File: src/rtl/assert_macros.svh
// ---------------------------------------------------------------------------
// Assertion macros shared by the telemetry decoder RTL
// Clocked on clk, disabled while rst_n is low.
// ---------------------------------------------------------------------------
`ifndef ASSERT_MACROS_SVH
`define ASSERT_MACROS_SVH

// Expression must hold at every edge.
`define GTCD_ASSERT(label, expr, msg) \
    label: assert property (@(posedge clk) disable iff (!rst_n) (expr)) else $error(msg);

// Same-cycle implication.
`define GTCD_ASSERT_IMP(label, ante, cons, msg) \
    label: assert property (@(posedge clk) disable iff (!rst_n) (ante) |-> (cons)) \
        else $error(msg);

// Next-cycle implication.
`define GTCD_ASSERT_NXT(label, ante, cons, msg) \
    label: assert property (@(posedge clk) disable iff (!rst_n) (ante) |=> (cons)) \
        else $error(msg);

`endif

File: src/rtl/gtcd_pkg.sv
// ---------------------------------------------------------------------------
// gtcd_pkg
// Types, constants and the GCR quintet table of the telemetry decoder.
// ---------------------------------------------------------------------------
package gtcd_pkg;

    localparam int CAPTURE_W       = 16;
    localparam int VALUE_W         = 12;
    localparam int TICKS_W         = 8;
    localparam int FRAME_BITS      = 21;
    localparam int TOTAL_W         = 5;
    localparam int NUM_W           = CAPTURE_W + 1;
    localparam int REM_W           = 13;    // holds 22 * 255
    localparam int DIV_STEPS       = 5;     // quotient bits, run <= 21
    localparam int CNT_W           = 3;
    localparam int QUINTET_W       = 5;
    localparam int NIBBLE_W        = 4;
    localparam int DEC_W           = 16;
    localparam int QUEUE_DEPTH_DEF = 4;
    localparam int APB_ADDR_W      = 3;
    localparam int APB_DATA_W      = 32;

    typedef logic [CAPTURE_W-1:0]  cap_t;
    typedef logic [VALUE_W-1:0]    value_t;
    typedef logic [TICKS_W-1:0]    ticks_t;
    typedef logic [FRAME_BITS-1:0] frame_t;
    typedef logic [TOTAL_W-1:0]    total_t;
    typedef logic [TOTAL_W:0]      total_sum_t;
    typedef logic [NUM_W-1:0]      num_t;
    typedef logic [REM_W-1:0]      rem_t;
    typedef logic [CNT_W-1:0]      cnt_t;
    typedef logic [NIBBLE_W-1:0]   nibble_t;
    typedef logic [DEC_W-1:0]      dec_t;
    typedef logic [APB_DATA_W-1:0] apb_data_t;

    localparam ticks_t TICKS_RESET = 8'd32;

    // Register index (word address)
    localparam logic [0:0] REG_SAMPLE_TICKS = 1'b0;

    // How the back end treats one queued capture
    typedef enum logic [1:0] {
        KIND_HOLD  = 2'd0,   // even element, no edge yet
        KIND_FIRST = 2'd1,   // first pair: odd sets reference, even is an edge
        KIND_PAIR  = 2'd2    // later pair: odd edge, then even edge
    } kind_t;

    typedef struct packed {
        cap_t  capture;
        cap_t  held;
        kind_t kind;
        logic  last;
    } entry_t;

    typedef struct packed {
        logic   valid;
        entry_t entry;
    } q_beat_t;

    localparam nibble_t GCR_TABLE [0:31] = '{
        4'd0, 4'd0, 4'd0, 4'd0, 4'd0, 4'd0, 4'd0,  4'd0,
        4'd0, 4'd9, 4'd10, 4'd11, 4'd0, 4'd13, 4'd14, 4'd15,
        4'd0, 4'd0, 4'd2, 4'd3, 4'd0, 4'd5, 4'd6,  4'd7,
        4'd0, 4'd0, 4'd8, 4'd1, 4'd0, 4'd4, 4'd12, 4'd0
    };

endpackage

File: src/rtl/gtcd_ifs.sv
// ---------------------------------------------------------------------------
// gtcd channel interfaces
// Valid/ready channels for capture beats and decoded result beats.
// ---------------------------------------------------------------------------
interface gtcd_cap_if;
    logic              valid;
    logic              ready;
    gtcd_pkg::cap_t    capture;
    logic              last;

    modport source (output valid, output capture, output last, input ready);
    modport sink   (input valid, input capture, input last, output ready);
endinterface

interface gtcd_res_if;
    logic              valid;
    logic              ready;
    gtcd_pkg::value_t  telemetry_value;
    logic              invalid;

    modport source (output valid, output telemetry_value, output invalid, input ready);
    modport sink   (input valid, input telemetry_value, input invalid, output ready);
endinterface

File: src/rtl/gcr_telemetry_capture_decoder.sv
// ---------------------------------------------------------------------------
// gcr_telemetry_capture_decoder
// GCR telemetry decoder fed with pair-swapped edge capture timestamps.
// ---------------------------------------------------------------------------
//
//   channel      dir   beat payload                       handshake
//   capture_ch   in    capture[15:0], last                valid/ready
//   result_ch    out   telemetry_value[11:0], invalid     valid/ready
//   apb          in    sample_ticks at byte address 0     psel/penable, pready = 1
//
// Flow: a capture beat is tagged and queued in its accept cycle. The back end
//   pops each queued beat in its idle state, then for each used edge runs setup,
//   a 5-step restoring divide for the run length and append; an edge that comes
//   after the frame is full only passes setup. A last beat adds the closing run
//   and decode steps. An odd beat of a later pair carries both edges of the pair.
// Reset: rst_n clears the pair tracking, queue, frame state and output beat;
//   sample_ticks comes up at 32.
// Stalls: capture_ch.ready drops only when the queue is full; a held result
//   beat blocks only the decode step, earlier steps keep running.
// ---------------------------------------------------------------------------
module gcr_telemetry_capture_decoder #(
    parameter int QUEUE_DEPTH = gtcd_pkg::QUEUE_DEPTH_DEF
) (
    input  logic                               clk,
    input  logic                               rst_n,
    // configuration
    input  logic                               psel,
    input  logic                               penable,
    input  logic                               pwrite,
    input  logic [gtcd_pkg::APB_ADDR_W-1:0]    paddr,
    input  gtcd_pkg::apb_data_t                pwdata,
    output gtcd_pkg::apb_data_t                prdata,
    output logic                               pready,
    // data channels
    gtcd_cap_if.sink                           capture_ch,
    gtcd_res_if.source                         result_ch
);

    gtcd_pkg::ticks_t  sample_ticks_reg, sample_ticks_next;
    logic [0:0]        reg_idx;
    logic              cfg_write;
    gtcd_pkg::q_beat_t push;
    gtcd_pkg::q_beat_t head;
    logic              queue_full;
    logic              pop;

    // APB register: single word, zero wait states
    assign pready    = 1'b1;
    assign reg_idx   = paddr[gtcd_pkg::APB_ADDR_W-1:2];
    assign cfg_write = psel && penable && pwrite;

    always_comb
    begin
        sample_ticks_next = sample_ticks_reg;
        if (cfg_write && (reg_idx == gtcd_pkg::REG_SAMPLE_TICKS))
        begin
            sample_ticks_next = pwdata[gtcd_pkg::TICKS_W-1:0];
        end
    end

    always_comb
    begin
        case (reg_idx)
            gtcd_pkg::REG_SAMPLE_TICKS: prdata = gtcd_pkg::apb_data_t'(sample_ticks_reg);
            default:                    prdata = '0;
        endcase
    end

    always_ff @(posedge clk or negedge rst_n)
    begin
        if (!rst_n)
        begin
            sample_ticks_reg <= gtcd_pkg::TICKS_RESET;
        end
        else
        begin
            sample_ticks_reg <= sample_ticks_next;
        end
    end

    // Front end: pair tracking and tagging of every capture beat
    gtcd_front u_front (
        .clk        (clk),
        .rst_n      (rst_n),
        .capture_ch (capture_ch),
        .queue_full (queue_full),
        .push       (push)
    );

    // Decoupling queue: front keeps accepting while the divider is busy, until it fills
    gtcd_queue #(
        .DEPTH (QUEUE_DEPTH)
    ) u_queue (
        .clk   (clk),
        .rst_n (rst_n),
        .push  (push),
        .pop   (pop),
        .head  (head),
        .full  (queue_full)
    );

    // Back end: run lengths, frame assembly, decode, output register
    gtcd_back u_back (
        .clk          (clk),
        .rst_n        (rst_n),
        .sample_ticks (sample_ticks_reg),
        .head         (head),
        .pop          (pop),
        .result_ch    (result_ch)
    );

endmodule

File: src/rtl/gtcd_front.sv
// ---------------------------------------------------------------------------
// gtcd_front
// Accepts capture beats, tracks pair order and tags each beat for the back end.
// ---------------------------------------------------------------------------
module gtcd_front (
    input  logic                clk,
    input  logic                rst_n,
    gtcd_cap_if.sink            capture_ch,
    input  logic                queue_full,
    output gtcd_pkg::q_beat_t   push
);

    logic           pos_reg, pos_next;       // 1: odd element next
    logic           first_reg, first_next;   // first pair of the frame
    gtcd_pkg::cap_t held_reg, held_next;
    logic           accept;

    assign capture_ch.ready = !queue_full;
    assign accept           = capture_ch.valid && !queue_full;

    always_comb
    begin
        push.valid         = accept;
        push.entry.capture = capture_ch.capture;
        push.entry.held    = held_reg;
        push.entry.last    = capture_ch.last;
        if (!pos_reg)
        begin
            push.entry.kind = gtcd_pkg::KIND_HOLD;
        end
        else if (first_reg)
        begin
            push.entry.kind = gtcd_pkg::KIND_FIRST;
        end
        else
        begin
            push.entry.kind = gtcd_pkg::KIND_PAIR;
        end
    end

    always_comb
    begin
        pos_next   = pos_reg;
        first_next = first_reg;
        held_next  = held_reg;
        if (accept)
        begin
            if (!pos_reg)
            begin
                held_next = capture_ch.capture;
                pos_next  = 1'b1;
            end
            else
            begin
                pos_next   = 1'b0;
                first_next = 1'b0;
            end
            if (capture_ch.last)
            begin
                pos_next   = 1'b0;
                first_next = 1'b1;
            end
        end
    end

    always_ff @(posedge clk or negedge rst_n)
    begin
        if (!rst_n)
        begin
            pos_reg   <= 1'b0;
            first_reg <= 1'b1;
        end
        else
        begin
            pos_reg   <= pos_next;
            first_reg <= first_next;
        end
    end

    always_ff @(posedge clk)
    begin
        held_reg <= held_next;
    end

endmodule

File: src/rtl/gtcd_queue.sv
// ---------------------------------------------------------------------------
// gtcd_queue
// Small FIFO of tagged captures between the front and back ends.
// ---------------------------------------------------------------------------
module gtcd_queue #(
    parameter int DEPTH = gtcd_pkg::QUEUE_DEPTH_DEF
) (
    input  logic                clk,
    input  logic                rst_n,
    input  gtcd_pkg::q_beat_t   push,
    input  logic                pop,
    output gtcd_pkg::q_beat_t   head,
    output logic                full
);

    localparam int PTR_W   = (DEPTH > 1) ? $clog2(DEPTH) : 1;
    localparam int COUNT_W = $clog2(DEPTH + 1);

    typedef logic [PTR_W-1:0]   ptr_t;
    typedef logic [COUNT_W-1:0] count_t;

    localparam ptr_t   PTR_LAST  = ptr_t'(DEPTH - 1);
    localparam count_t COUNT_MAX = count_t'(DEPTH);

    gtcd_pkg::entry_t slots [DEPTH];
    ptr_t   wr_ptr_reg, wr_ptr_next;
    ptr_t   rd_ptr_reg, rd_ptr_next;
    count_t count_reg, count_next;
    logic   do_push, do_pop;

    assign full       = (count_reg == COUNT_MAX);
    assign do_push    = push.valid && !full;
    assign do_pop     = pop && (count_reg != '0);
    assign head.valid = (count_reg != '0);
    assign head.entry = slots[rd_ptr_reg];

    always_comb
    begin
        wr_ptr_next = wr_ptr_reg;
        rd_ptr_next = rd_ptr_reg;
        count_next  = count_reg;
        if (do_push)
        begin
            wr_ptr_next = (wr_ptr_reg == PTR_LAST) ? '0 : wr_ptr_reg + ptr_t'(1);
        end
        if (do_pop)
        begin
            rd_ptr_next = (rd_ptr_reg == PTR_LAST) ? '0 : rd_ptr_reg + ptr_t'(1);
        end
        if (do_push && !do_pop)
        begin
            count_next = count_reg + count_t'(1);
        end
        else if (do_pop && !do_push)
        begin
            count_next = count_reg - count_t'(1);
        end
    end

    always_ff @(posedge clk or negedge rst_n)
    begin
        if (!rst_n)
        begin
            wr_ptr_reg <= '0;
            rd_ptr_reg <= '0;
            count_reg  <= '0;
        end
        else
        begin
            wr_ptr_reg <= wr_ptr_next;
            rd_ptr_reg <= rd_ptr_next;
            count_reg  <= count_next;
        end
    end

    always_ff @(posedge clk)
    begin
        if (do_push)
        begin
            slots[wr_ptr_reg] <= push.entry;
        end
    end

endmodule

File: src/rtl/gtcd_back.sv
// ---------------------------------------------------------------------------
// gtcd_back
// Turns edge gaps into GCR runs, closes the frame, decodes and checks it.
// ---------------------------------------------------------------------------
`include "assert_macros.svh"

module gtcd_back (
    input  logic                clk,
    input  logic                rst_n,
    input  gtcd_pkg::ticks_t    sample_ticks,
    input  gtcd_pkg::q_beat_t   head,
    output logic                pop,
    gtcd_res_if.source          result_ch
);

    typedef enum logic [5:0] {
        S_IDLE   = 6'b000001,
        S_SETUP  = 6'b000010,
        S_DIV    = 6'b000100,
        S_APPEND = 6'b001000,
        S_CLOSE  = 6'b010000,
        S_EMIT   = 6'b100000
    } state_t;

    localparam gtcd_pkg::total_t FRAME_TOTAL = gtcd_pkg::total_t'(gtcd_pkg::FRAME_BITS);
    localparam gtcd_pkg::rem_t   RUN_LIMIT   = gtcd_pkg::rem_t'(gtcd_pkg::FRAME_BITS + 1);
    localparam gtcd_pkg::nibble_t CSUM_OK    = '1;

    state_t               state_reg, state_next;
    gtcd_pkg::cap_t       ref_reg, ref_next;
    gtcd_pkg::cap_t       cap_w_reg, cap_w_next;
    gtcd_pkg::cap_t       held_w_reg, held_w_next;
    logic                 last_w_reg, last_w_next;
    logic                 on_held_reg, on_held_next;
    gtcd_pkg::frame_t     sr_reg, sr_next;
    gtcd_pkg::total_t     total_reg, total_next;
    logic                 full_reg, full_next;
    logic                 err_reg, err_next;
    gtcd_pkg::rem_t       rem_reg, rem_next;
    gtcd_pkg::total_t     q_reg, q_next;
    gtcd_pkg::cnt_t       cnt_reg, cnt_next;
    logic                 res_valid_reg, res_valid_next;
    gtcd_pkg::value_t     value_reg, value_next;
    logic                 invalid_reg, invalid_next;

    gtcd_pkg::ticks_t     ticks;
    gtcd_pkg::cap_t       edge_val;
    gtcd_pkg::cap_t       gap;
    gtcd_pkg::num_t       num;
    gtcd_pkg::rem_t       limit;
    logic                 zero_run, over_run;
    gtcd_pkg::rem_t       dshift;
    logic                 take;
    gtcd_pkg::total_t     app_len;
    gtcd_pkg::total_sum_t run_sum;
    logic                 fits;
    gtcd_pkg::frame_t     appended;
    gtcd_pkg::dec_t       dec;
    gtcd_pkg::nibble_t    csum;
    logic                 bad;
    logic                 emit_go;
    state_t               after_edge;

    // Divisor and run-length datapath
    assign ticks    = (sample_ticks == '0) ? gtcd_pkg::ticks_t'(1) : sample_ticks;
    assign edge_val = on_held_reg ? held_w_reg : cap_w_reg;
    assign gap      = edge_val - ref_reg;
    assign num      = {1'b0, gap} + gtcd_pkg::num_t'(ticks >> 1);
    assign limit    = gtcd_pkg::rem_t'(ticks) * RUN_LIMIT;
    assign zero_run = num < gtcd_pkg::num_t'(ticks);
    assign over_run = num >= gtcd_pkg::num_t'(limit);
    assign dshift   = gtcd_pkg::rem_t'(ticks) << cnt_reg;
    assign take     = rem_reg >= dshift;

    // Shared run append: a one followed by len-1 zeros
    assign app_len  = state_reg[4] ? (FRAME_TOTAL - total_reg) : q_reg;
    assign run_sum  = {1'b0, total_reg} + {1'b0, app_len};
    assign fits     = run_sum <= gtcd_pkg::total_sum_t'(gtcd_pkg::FRAME_BITS);
    assign appended = (sr_reg << app_len)
                      | (gtcd_pkg::frame_t'(1) << (app_len - gtcd_pkg::total_t'(1)));

    // GCR decode and checksum
    assign dec  = {gtcd_pkg::GCR_TABLE[sr_reg[19:15]], gtcd_pkg::GCR_TABLE[sr_reg[14:10]],
                   gtcd_pkg::GCR_TABLE[sr_reg[9:5]],   gtcd_pkg::GCR_TABLE[sr_reg[4:0]]};
    assign csum = dec[3:0] ^ dec[7:4] ^ dec[11:8] ^ dec[15:12];
    assign bad  = err_reg || (total_reg != FRAME_TOTAL) || (csum != CSUM_OK);

    assign pop        = (state_reg == S_IDLE) && head.valid;
    assign emit_go    = (state_reg == S_EMIT) && (!res_valid_reg || result_ch.ready);
    assign after_edge = !on_held_reg ? S_SETUP : (last_w_reg ? S_CLOSE : S_IDLE);

    assign result_ch.valid           = res_valid_reg;
    assign result_ch.telemetry_value = value_reg;
    assign result_ch.invalid         = invalid_reg;

    always_comb
    begin
        state_next     = state_reg;
        ref_next       = ref_reg;
        cap_w_next     = cap_w_reg;
        held_w_next    = held_w_reg;
        last_w_next    = last_w_reg;
        on_held_next   = on_held_reg;
        sr_next        = sr_reg;
        total_next     = total_reg;
        full_next      = full_reg;
        err_next       = err_reg;
        rem_next       = rem_reg;
        q_next         = q_reg;
        cnt_next       = cnt_reg;
        res_valid_next = res_valid_reg && !result_ch.ready;
        value_next     = value_reg;
        invalid_next   = invalid_reg;

        case (state_reg)
            S_IDLE:
            begin
                if (head.valid)
                begin
                    cap_w_next  = head.entry.capture;
                    held_w_next = head.entry.held;
                    last_w_next = head.entry.last;
                    case (head.entry.kind)
                        gtcd_pkg::KIND_FIRST:
                        begin
                            ref_next     = head.entry.capture;
                            on_held_next = 1'b1;
                            state_next   = S_SETUP;
                        end
                        gtcd_pkg::KIND_PAIR:
                        begin
                            on_held_next = 1'b0;
                            state_next   = S_SETUP;
                        end
                        default:
                        begin
                            state_next = head.entry.last ? S_CLOSE : S_IDLE;
                        end
                    endcase
                end
            end
            S_SETUP:
            begin
                if (full_reg)
                begin
                    on_held_next = 1'b1;
                    state_next   = after_edge;
                end
                else
                begin
                    ref_next = edge_val;
                    if (zero_run || over_run)
                    begin
                        err_next     = 1'b1;
                        full_next    = 1'b1;
                        on_held_next = 1'b1;
                        state_next   = after_edge;
                    end
                    else
                    begin
                        rem_next   = gtcd_pkg::rem_t'(num);
                        q_next     = '0;
                        cnt_next   = gtcd_pkg::cnt_t'(gtcd_pkg::DIV_STEPS - 1);
                        state_next = S_DIV;
                    end
                end
            end
            S_DIV:
            begin
                if (take)
                begin
                    rem_next = rem_reg - dshift;
                end
                q_next = {q_reg[gtcd_pkg::TOTAL_W-2:0], take};
                if (cnt_reg == '0)
                begin
                    state_next = S_APPEND;
                end
                else
                begin
                    cnt_next = cnt_reg - gtcd_pkg::cnt_t'(1);
                end
            end
            S_APPEND:
            begin
                if (fits)
                begin
                    sr_next    = appended;
                    total_next = gtcd_pkg::total_t'(run_sum);
                    if (gtcd_pkg::total_t'(run_sum) == FRAME_TOTAL)
                    begin
                        full_next = 1'b1;
                    end
                end
                else
                begin
                    err_next  = 1'b1;
                    full_next = 1'b1;
                end
                on_held_next = 1'b1;
                state_next   = after_edge;
            end
            S_CLOSE:
            begin
                if (!err_reg && (total_reg < FRAME_TOTAL))
                begin
                    sr_next    = appended;
                    total_next = FRAME_TOTAL;
                    full_next  = 1'b1;
                end
                state_next = S_EMIT;
            end
            S_EMIT:
            begin
                if (emit_go)
                begin
                    res_valid_next = 1'b1;
                    value_next     = bad ? '0 : dec[15:4];
                    invalid_next   = bad;
                    ref_next       = '0;
                    sr_next        = '0;
                    total_next     = '0;
                    full_next      = 1'b0;
                    err_next       = 1'b0;
                    state_next     = S_IDLE;
                end
            end
            default:
            begin
                state_next = S_IDLE;
            end
        endcase
    end

    always_ff @(posedge clk or negedge rst_n)
    begin
        if (!rst_n)
        begin
            state_reg     <= S_IDLE;
            ref_reg       <= '0;
            on_held_reg   <= 1'b0;
            last_w_reg    <= 1'b0;
            sr_reg        <= '0;
            total_reg     <= '0;
            full_reg      <= 1'b0;
            err_reg       <= 1'b0;
            cnt_reg       <= '0;
            res_valid_reg <= 1'b0;
        end
        else
        begin
            state_reg     <= state_next;
            ref_reg       <= ref_next;
            on_held_reg   <= on_held_next;
            last_w_reg    <= last_w_next;
            sr_reg        <= sr_next;
            total_reg     <= total_next;
            full_reg      <= full_next;
            err_reg       <= err_next;
            cnt_reg       <= cnt_next;
            res_valid_reg <= res_valid_next;
        end
    end

    always_ff @(posedge clk)
    begin
        cap_w_reg   <= cap_w_next;
        held_w_reg  <= held_w_next;
        rem_reg     <= rem_next;
        q_reg       <= q_next;
        value_reg   <= value_next;
        invalid_reg <= invalid_next;
    end

    `GTCD_ASSERT_IMP(a_run_len_range, state_reg == S_APPEND, (q_reg != '0) && (q_reg <= FRAME_TOTAL), "run length out of range at append")
    `GTCD_ASSERT(a_total_bound, total_reg <= FRAME_TOTAL, "bit total above frame size")
    `GTCD_ASSERT_IMP(a_err_full, err_reg, full_reg, "run error without frame stop")
    `GTCD_ASSERT_NXT(a_emit_clears, emit_go, (total_reg == '0) && !full_reg && res_valid_reg, "frame not cleared after result")

endmodule
File: src/flat_wrapper.sv
// flat-port wrapper written by rule: the top's interface ports become plain ports
module gcr_telemetry_capture_decoder_flat 
#(
    parameter int QUEUE_DEPTH = gtcd_pkg::QUEUE_DEPTH_DEF
)
  (clk, rst_n, psel, penable, pwrite, paddr, pwdata, prdata, pready, capture_ch_valid, capture_ch_capture, capture_ch_last, capture_ch_ready, result_ch_valid, result_ch_telemetry_value, result_ch_invalid, result_ch_ready);
  gtcd_cap_if capture_ch_i ();
  gtcd_res_if result_ch_i ();
  input  logic clk;
  input  logic rst_n;
  input  logic psel;
  input  logic penable;
  input  logic pwrite;
  input  logic [gtcd_pkg::APB_ADDR_W-1:0] paddr;
  input  gtcd_pkg::apb_data_t pwdata;
  output gtcd_pkg::apb_data_t prdata;
  output logic pready;
  input wire logic [$bits(capture_ch_i.valid)-1:0] capture_ch_valid;
  input wire logic [$bits(capture_ch_i.capture)-1:0] capture_ch_capture;
  input wire logic [$bits(capture_ch_i.last)-1:0] capture_ch_last;
  output wire logic [$bits(capture_ch_i.ready)-1:0] capture_ch_ready;
  output wire logic [$bits(result_ch_i.valid)-1:0] result_ch_valid;
  output wire logic [$bits(result_ch_i.telemetry_value)-1:0] result_ch_telemetry_value;
  output wire logic [$bits(result_ch_i.invalid)-1:0] result_ch_invalid;
  input wire logic [$bits(result_ch_i.ready)-1:0] result_ch_ready;
  assign capture_ch_i.valid = capture_ch_valid;
  assign capture_ch_i.capture = capture_ch_capture;
  assign capture_ch_i.last = capture_ch_last;
  assign capture_ch_ready = capture_ch_i.ready;
  assign result_ch_valid = result_ch_i.valid;
  assign result_ch_telemetry_value = result_ch_i.telemetry_value;
  assign result_ch_invalid = result_ch_i.invalid;
  assign result_ch_i.ready = result_ch_ready;
  gcr_telemetry_capture_decoder #(.QUEUE_DEPTH(QUEUE_DEPTH)) u_core (.clk(clk), .rst_n(rst_n), .psel(psel), .penable(penable), .pwrite(pwrite), .paddr(paddr), .pwdata(pwdata), .prdata(prdata), .pready(pready), .capture_ch(capture_ch_i), .result_ch(result_ch_i));
endmodule
File: config.mk
export PLATFORM = sky130hd
export DESIGN_NAME = gcr_telemetry_capture_decoder_flat
export DESIGN_NICKNAME = d
export VERILOG_FILES = /design/src/rtl/gtcd_pkg.sv /design/src/rtl/gtcd_ifs.sv /design/src/rtl/gcr_telemetry_capture_decoder.sv /design/src/rtl/gtcd_front.sv /design/src/rtl/gtcd_queue.sv /design/src/rtl/gtcd_back.sv /design/src/flat_wrapper.sv
export VERILOG_INCLUDE_DIRS = /design/src /design/src/rtl
export SDC_FILE = /design/constraint.sdc
export NUM_CORES = 1
export LEC_CHECK = 0
export BUFFER_PORTS_ARGS = -buffer_cell sky130_fd_sc_hd__buf_2
export CAP_MARGIN = 20
export CORE_UTILIZATION = 35
export DETAILED_ROUTE_END_ITERATION = 8
export MAX_ROUTING_LAYER = met4
export PLACE_DENSITY = 0.59
export SYNTH_ARGS = -nofsm -noshare
export SYNTH_HDL_FRONTEND = slang
export SYNTH_SLANG_ARGS = --single-unit
File: constraint.sdc
create_clock -name clk -period 5.8 [get_ports clk]
set_input_delay 0.58 -clock clk [delete_from_list [all_inputs] [get_ports clk]]
set_output_delay 0.58 -clock clk [all_outputs]
set_load 0.03 [all_outputs]
==> results of run 1 <==
==> critical path, stage by stage, from the launching register on <==
cell and delay [ns]:
dfrtp_2 0.48, mux2i_1 0.17, ha_1 0.21, fa_1 0.42
nand2b_1 0.20, a21oi_1 0.19, nor2_1 0.10, xnor2_1 0.13
ha_1 0.18, or3_1 0.41, o21a_1 0.24, o211ai_1 0.15
nor2_1 0.10, xnor2_1 0.22, ha_1 0.29, o2111ai_1 0.11
a31oi_1 0.07, a2111oi_1 0.37, o211ai_1 0.16, a211oi_2 0.28
nand2_1 0.15, nor3_2 0.14, or2_1 0.17, buf_12 0.15
==> cell type report <==
class / instances / area [um^2]
Sequential cell: 291 / 8380
Antenna cell: 2 / 5.00
Clock buffer: 41 / 877
Timing Repair Buffer: 88 / 544
Fill cell: 4355 / 27400
Multi-Input combinational cell: 966 / 7360
Clock inverter: 17 / 133
Inverter: 84 / 315
Tap cell: 600 / 751
==> layer usage <==
metal | vias to the layer above | share of wire (%) | global-route usage, %
met4 | 0 | 2.1 | 4.57
met3 | 52 | 4.8 | 2.98
met2 | 189 | 45 | 22.7
li1 | 5229 | - | -
met5 | - | 0 | -
met1 | 5083 | 48 | 20.7
==> stage by stage <==
| step | setup WS, ns | cell area [um^2] | cells |
|---|---|---|---|
| floorplan | 0.338 | 16500 | 1430 |
| global placement | 0.262 | 17300 | 2026 |
| detailed placement | 0.237 | 17300 | 2027 |
| CTS | 0.216 | 18400 | 2086 |
| global route | 0.0260 | 18400 | 2088 |
| finish | 0.403 | 18400 | 2089 |
==> placed cells by master (no fill, tap or decap), types with 16 or more instances in the layout <==
cell	synthesis	final
edfxtp_1	219	219
nor2_1	110	110
nand2_1	110	110
ha_1	101	101
a21oi_1	91	90
inv_1	83	83
o21ai_0	70	70
dfrtp_1	69	67
buf_2	2	54
mux2i_1	43	42
xnor2_1	41	41
mux4_2	35	35
clkbuf_16	0	34
buf_4	25	31
mux2_2	29	29
conb_1	2	25
a21o_1	24	24
nand2b_1	21	21
xor2_1	21	21
nor3_1	19	19
nand3_1	18	18
a22oi_1	17	17
nor2b_1	17	16
==> final timing paths <==
check | endpoint | slack, ns | depth (start not counted)
worst max-delay path | u_core.u_back.rem_reg[0] | 0.40 | 23
worst min-delay path | u_core.u_queue.slots[0][30] | 0.25 | 1
worst max register to register | u_core.u_back.rem_reg[0] | 0.40 | 23
worst min register to register | u_core.u_queue.slots[1][10] | 0.49 | 0
max in group asynchronous | u_core.u_back.on_held_reg | 4.28 | 3
min in group asynchronous | u_core.sample_ticks_reg[0] | 0.49 | 2
==> cells by family (layout without fill, tap and decap cells) <==
logic type / after synthesis / count (layout)
DFF: 291 / 291
buffers and inverters: 173 / 230
AOI/OAI and AO/OA: 303 / 303
other: 2 / 27
adders and majority gates: 111 / 111
and+or+nand+nor: 356 / 356
xor gates and xnor gates: 64 / 64
muxes: 107 / 107
==> timing repair <==
item | CTS | global route
endpoints found under the hold margin | 21 | 0
hold buffers | 1 | 0
resized for setup | 0 | 3
setup buffers | 0 | 0
setup endpoints to repair | 0 | 19
==> results.toml, run 1 <==
[route]
via_per_inst = 5.05
ant_nets = 0
wl_per_cell_um = 16.4
wirelength_um = 34300
drtPass1Iterations = 5
route.detailed.drc = 0
num_vias = 10600
drt_iter0_markers = 737

[job]
drv_cap = 0

[layout]
fin_nets = 1635
drive_gt1_share_pct = 15.3
final_util_pct = 40.1
area_delta_synth_final_pct = 12.2
largest_reg_flops = 140

[sta]
post-route-period-util_pct = 93.1
finalMaxSlewViolations = 0
worst_slew_pin_slew_ns = 0.947
setup_viol = 0
period_needed_ns = 5.40
slew_headroom_pct = 36.9
hold_ws_ns = 0.255
skew_ns = 0.0256
rsz0062_at_grt = "no"
setup_tns_ns = 0
hold_viol_final = 0
max_freq_ghz = 0.185

[floorplanning]
fp.coreArea_um2 = 45800
start_util_pct = 35.8
die_h_um = 218
rows = 78
dieWidth_um = 218
dieArea_um2 = 47600
top_level_ports = 107

[yosys]
synth_xor_area_share_pct = 3.52
yosysTopAreaCellShare_pct = 40.2
synthAdderAreaFrac_pct = 8.94
async_flop_share_pct = 24.7
synth_compound_area_share_pct = 12.0
yosys_warnings = 0
ys_types = 72
synthSimpleGateAreaFrac_pct = 10.3
ys_top_cells_by_area = "edfxtp_1 (40%), dfrtp_1 (11%), ha_1 (7.7%)"
synth_edf_count = 219
synth_top_family_by_area = "compound AO/OA/AOI/OAI gates"
synthFlopType = "edfxtp_1"
yosysSeqAreaShare_pct = 51.2
synth_area_um2 = 16400
synth_most_common_cell = "edfxtp_1"
synth.mux.area_fraction_pct = 9.44
ys_seq_elements = 291
syn_inst = 1407
synth_top_cell_by_area = "edfxtp_1"
syn_avg_cell_area_um2 = 11.6
synthTopCellsByCount = "edfxtp_1 (219), nand2_1 (110), nor2_1 (110)"

[global_route]
grt_pass1_wl_um = 55800
antenna_found_initial = 1
grt_pass1_vias = 10500
grt_remaining_overflow = 0
grt_max_degree = 51
grt_util_all_layers_pct = 15.1

[clock_network]
root_buffer = "clkbuf_16"
h-tree-depth = 2
clock_sinks = 291
clock_tree.buffer_depth = 3
worstSkewPairLatency_ns = 0.56
numCtsBuffers = 34
clk_pin_slew_ns = 0.06
cts_tree = "built"

[critical_path]
critPathMaxFanout = 13
arrival_ns = 5.65
r2r-start = "u_core.u_back.on_held_reg"
required_ns = 6.05
cp-start-kind = "flip-flop"
cp-end-kind = "flip-flop"
path_class = "reg -> reg"
cp-startpoint = "u_core.u_back.on_held_reg"

[placement]
globalplace.congestion = 0.850
portBuffers = 55
dp_hpwl_um = 24000

[hold_path]
hp-class = "in -> reg"
hp-start = "capture_ch_capture[11]"

[run_status]
status = "complete, no violations"
Power of run 1 is left out: the tool's default activity adds up to more than one toggle a clock period on the data nets, which glitch-free logic cannot reach.
==> run 2, diff against run 1 <==
- CORE_ASPECT_RATIO: unset -> 1.1
- TNS_END_PERCENT: unset -> 5
==> run 2 against run 1 <==
  * Maximum frequency increased by 0.12%
  * Clock-buffer cell count did not move
  * Clock skew is 0.0073 ns higher
  * Register-to-register slack about the same
  * Flip-flop and latch count did not move
  * Final cell count down 0.77%
  * Utilization about the same
  * Via count grew 0.76%
  * Highest routed layer unchanged
==> results.toml, run 2 (synthesis gave the netlist of run 1 again) <==
[run_status]
status = "complete, no violations"

[global_route]
grt_util_all_layers_pct = 15.1
busiest_layer = "met2"
grt_remaining_overflow = 0
met2_usage_pct = 26.4
grt_util_met3_pct = 2.07
grt_max_degree = 55
met1_usage_pct = 18.0
grt_pass1_vias = 11000
grt_pass1_wl_um = 56300
antenna_found_initial = 1

[critical_path]
crit_buf_inv = 1
slowest_stage = "or3_1"
arrival_ns = 5.61
required_ns = 6.02
cp-startpoint = "u_core.u_back.on_held_reg"
cp-start-kind = "flip-flop"
crit_chain = "buf_6 > mux2_2 > ha_1 > o211ai_1 > a21oi_2 > nor2_2 > xnor2_1 > ha_1 > or3_1 > o21a_1 > o211ai_1 > nor2_1 > xnor2_1 > ha_1 > o2111ai_1 > a31oi_1 > a2111oi_2 > o211ai_1 > a211oi_2 > nand3b_4 > o21ai_1"
worst-path-stages = 21
r2r_end = "u_core.u_back.q_reg[1]"
cp-end-kind = "flip-flop"
cp_top_family = "compound AO/OA/AOI/OAI gates"
critPathMaxFanout = 7
rrSetupSlack_ns = 0.41
r2r-start = "u_core.u_back.on_held_reg"
rr_worst_depth = 21
path_class = "reg -> reg"
cpPeakStageDelay_ns = 0.41

[floorplanning]
dieArea_um2 = 47600
top_level_ports = 107
die_h_um = 229
fp.coreArea_um2 = 45900
rows = 82
start_util_pct = 35.7
dieWidth_um = 208

[layout]
largest_reg_flops = 140
design_area_um2 = 18400
fillers = 4332
final_cell_mix = "edfxtp_1 (219), nand2_1 (110), nor2_1 (109), ha_1 (100), a21oi_1 (89)"
final_common_cell = "edfxtp_1"
area_delta_synth_final_pct = 12.3
drive_gt1_share_pct = 15.9
fin_nets = 1629

[route]
drt_iter0_markers = 495
wl_per_cell_um = 16.7
num_vias = 10600
route.detailed.drc = 0
via_per_inst = 5.13
ant_nets = 0
drtPass1Iterations = 5
wirelength_um = 34600

[sta]
finalMaxSlewViolations = 0
post-route-period-util_pct = 92.9
skew_ns = 0.0329
rsz0062_at_grt = "no"
period_needed_ns = 5.39
max_freq_ghz = 0.185
worst_slew_pin_slew_ns = 0.989
slew_headroom_pct = 34.1
setup_tns_ns = 0
hold_viol_final = 0
setup_viol = 0
setup_ws_ns = 0.409

[clock_network]
clock_sinks = 291
clock_tree.buffer_depth = 3
numCtsBuffers = 31
h-tree-depth = 1
root_buffer = "clkbuf_16"
cts_tree = "built"
clk_pin_slew_ns = 0.06
worstSkewPairLatency_ns = 0.60

[hold_path]
hold_path_depth = 1
hp-start = "capture_ch_capture[8]"
hp-class = "in -> reg"
worstHoldEndpoint = "u_core.u_queue.slots[1][27]"

[placement]
portBuffers = 55
dpl_cell_area_um2 = 17300
dp_hpwl_um = 24100
globalplace.congestion = 0.869
dp_slack_ns = 0.154

[job]
drv_cap = 0
[run 2: cell types whose count changed in the layout (fill, tap and decap cells not counted), sizes merged]
cell      previous run  this run
clkinv              14        13
clkinvlp             1         2
bufinv               0         2
buf                 87        84
diode                2         1
inv                 86        84
[run 2: area by class of cell]
class                           count  area (um^2)  share of cell area (%)
Multi-Input combinational cell    966         7410                    40.3
Clock inverter                     17          168                   0.912
Timing Repair Buffer               85          529                    2.88
Antenna cell                        1         2.50                  0.0136
Sequential cell                   291         8380                    45.6
Tap cell                          588          736                    4.00
Clock buffer                       41          843                    4.59
Inverter                           84          315                    1.71
[run 2: per-layer routing]
layer,vias to the layer above,share of wire (%)
met4,0,2.4
li1,5222,-
met3,63,3.8
met5,-,0
met1,5166,43
met2,182,50
[run 2: repair_timing]
action / 4_1_cts / 5_1_grt
setup buffers: 0 / 1
hold buffers: 1 / 0
endpoints found under the setup margin: 0 / 23
hold endpoints to repair: 18 / 0
gates resized for setup: 0 / 12
[run 2: through the flow]
step / std cells / hold WS [ns] / utilization, %
after CTS: 2070 / 0.178 / 39.9
after floorplan: 1430 / 0.284 / -
after global placement: 2011 / 0.471 / 37.7
after global routing: 2073 / 0.193 / 40.1
final: 2073 / 0.213 / 40.1
after detailed placement: 2011 / 0.479 / 37.7
[run 2: worst max-delay path by stage]
stage                                     to  slack, ns
finish                u_core.u_back.q_reg[1]       0.41
global route        u_core.u_back.rem_reg[2]       0.03
CTS                   u_core.u_back.q_reg[3]       0.08
detailed placement  u_core.u_back.rem_reg[1]       0.15
global placement    u_core.u_back.rem_reg[0]       0.29
floorplan           u_core.u_back.rem_reg[0]       0.34
Power of run 2 is left out for the same reason.
==> run 3, diff against run 2 <==
- CTS_BUF_LIST: unset -> sky130_fd_sc_hd__clkbuf_4 sky130_fd_sc_hd__clkbuf_8 sky130_fd_sc_hd__clkbuf_16
==> run 3 against run 2 <==
  * Final cell count stayed put
  * First-iteration DRC count is 1.8% higher
  * Utilization is 0.057 points higher
  * Global-route usage hardly changed
  * Clock skew is 0.0016 ns higher
  * Die area stayed put
  * Final area is 0.14% higher
  * Setup slack worse by 0.0030 ns
  * Critical path depth stayed put
  * Hold slack worse by 0.0020 ns
  * Flip-flop and latch count stayed put
  * Largest cell class unchanged
==> results.toml, run 3 (synthesis gave the netlist of run 1 again) <==
[run_status]
status = "complete, no violations"

[critical_path]
required_ns = 6.02
cp-end-kind = "flip-flop"
rrSetupSlack_ns = 0.41
r2r_end = "u_core.u_back.q_reg[1]"
rr_worst_depth = 21
critPathMaxFanout = 7
cp-start-kind = "flip-flop"
arrival_ns = 5.62
path_class = "reg -> reg"
r2r-start = "u_core.u_back.on_held_reg"

[floorplanning]
start_util_pct = 35.7
top_level_ports = 107
rows = 82
fp.coreArea_um2 = 45900
dieArea_um2 = 47600
die_h_um = 229
dieWidth_um = 208

[route]
wl_per_cell_um = 16.7
drt_iter0_markers = 504
route.detailed.drc = 0
num_vias = 10600
ant_nets = 0
drtPass1Iterations = 5
wirelength_um = 34600
via_per_inst = 5.13

[layout]
final_cell_mix = "edfxtp_1 (219), nand2_1 (110), nor2_1 (109), ha_1 (100), a21oi_1 (89)"
fin_nets = 1629
largest_reg_flops = 140
drive_gt1_share_pct = 16.4
area_delta_synth_final_pct = 12.5
final_common_cell = "edfxtp_1"
instances_no_fill = 2073
fillers = 4325

[sta]
hold_viol_final = 0
slew_headroom_pct = 33.9
setup_ws_ns = 0.406
worst_slew_pin_slew_ns = 0.991
setup_tns_ns = 0
skew_ns = 0.0345
setup_viol = 0
post-route-period-util_pct = 93.0
hold_ws_ns = 0.211
finalMaxSlewViolations = 0
max_freq_ghz = 0.185
period_needed_ns = 5.39
rsz0062_at_grt = "no"

[placement]
place_inst = 2011
portBuffers = 55
dp_hpwl_um = 24100
dp_slack_ns = 0.154
globalplace.congestion = 0.869

[hold_path]
worstHoldEndpoint = "u_core.u_queue.slots[1][27]"
hp-class = "in -> reg"
hp-start = "capture_ch_capture[8]"
hold_path_depth = 1

[clock_network]
worstSkewPairLatency_ns = 0.60
cts_tree = "built"
clock_tree.buffer_depth = 3
clock_sinks = 291
clk_pin_slew_ns = 0.06
numCtsBuffers = 31
root_buffer = "clkbuf_16"
h-tree-depth = 1

[global_route]
antenna_found_initial = 1
grt_pass1_wl_um = 56300
grt_remaining_overflow = 0
grt_max_degree = 55
grt_pass1_vias = 11000
grt_util_all_layers_pct = 15.1

[job]
drv_cap = 0
-- run 3: cell counts in the layout (fill, tap and decap cells not counted) --
Identical to the previous run, type by type.
-- run 3: critical path, cell delays in order (launching register included) --
cell	delay (ns)
dfrtp_1	0.40
buf_6	0.16
mux2_2	0.35
ha_1	0.33
o211ai_1	0.27
a21oi_2	0.07
nor2_2	0.16
xnor2_1	0.08
ha_1	0.19
or3_1	0.41
o21a_1	0.24
o211ai_1	0.16
nor2_1	0.11
xnor2_1	0.22
ha_1	0.29
o2111ai_1	0.11
a31oi_1	0.08
a2111oi_2	0.38
o211ai_1	0.15
a211oi_2	0.29
nand3b_4	0.14
o21ai_1	0.41
-- run 3: layout make-up --
cell class	count	area (um^2)	area share [%]
Clock buffer	41	870	4.72
Inverter	84	315	1.71
Timing Repair Buffer	85	529	2.87
Antenna cell	1	2.50	0.0136
Tap cell	588	736	4.00
Clock inverter	17	168	0.910
Multi-Input combinational cell	966	7410	40.2
Sequential cell	291	8380	45.5
-- run 3: how the worst max path moves through the flow --
| stage | from | end | slack [ns] | cells past startpoint |
|---|---|---|---|---|
| after floorplan | u_core.u_back.on_held_reg | u_core.u_back.rem_reg[0] | 0.34 | 21 |
| after global placement | u_core.u_back.on_held_reg | u_core.u_back.rem_reg[0] | 0.29 | 23 |
| after detailed placement | u_core.u_back.on_held_reg | u_core.u_back.rem_reg[1] | 0.15 | 23 |
| after CTS | u_core.u_back.on_held_reg | u_core.u_back.q_reg[3] | 0.08 | 21 |
| after global routing | u_core.u_back.on_held_reg | u_core.u_back.rem_reg[2] | 0.03 | 23 |
| final | u_core.u_back.on_held_reg | u_core.u_back.q_reg[1] | 0.41 | 21 |
-- run 3: what timing repair did --
item                                    4_1_cts  5_1_grt
hold buffers                                  1        0
buffers inserted                              0        1
gates resized for setup                       0       12
endpoints found under the setup margin        0       23
endpoints found under the hold margin        18        0
-- run 3: layer usage --
layer	wire length [um]	GRT usage (%)
met5	0	-
met4	807	4.70
met3	1280	2.07
met2	17500	26.4
met1	15000	18.0
-- run 3: per-stage QoR --
step / cell area [um^2] / util [%]
floorplan: 16500 / -
global placement: 17300 / 37.7
detailed placement: 17300 / 37.7
CTS: 18300 / 40.0
global route: 18400 / 40.2
finish: 18400 / 40.2
Power of run 3 is left out for the same reason.
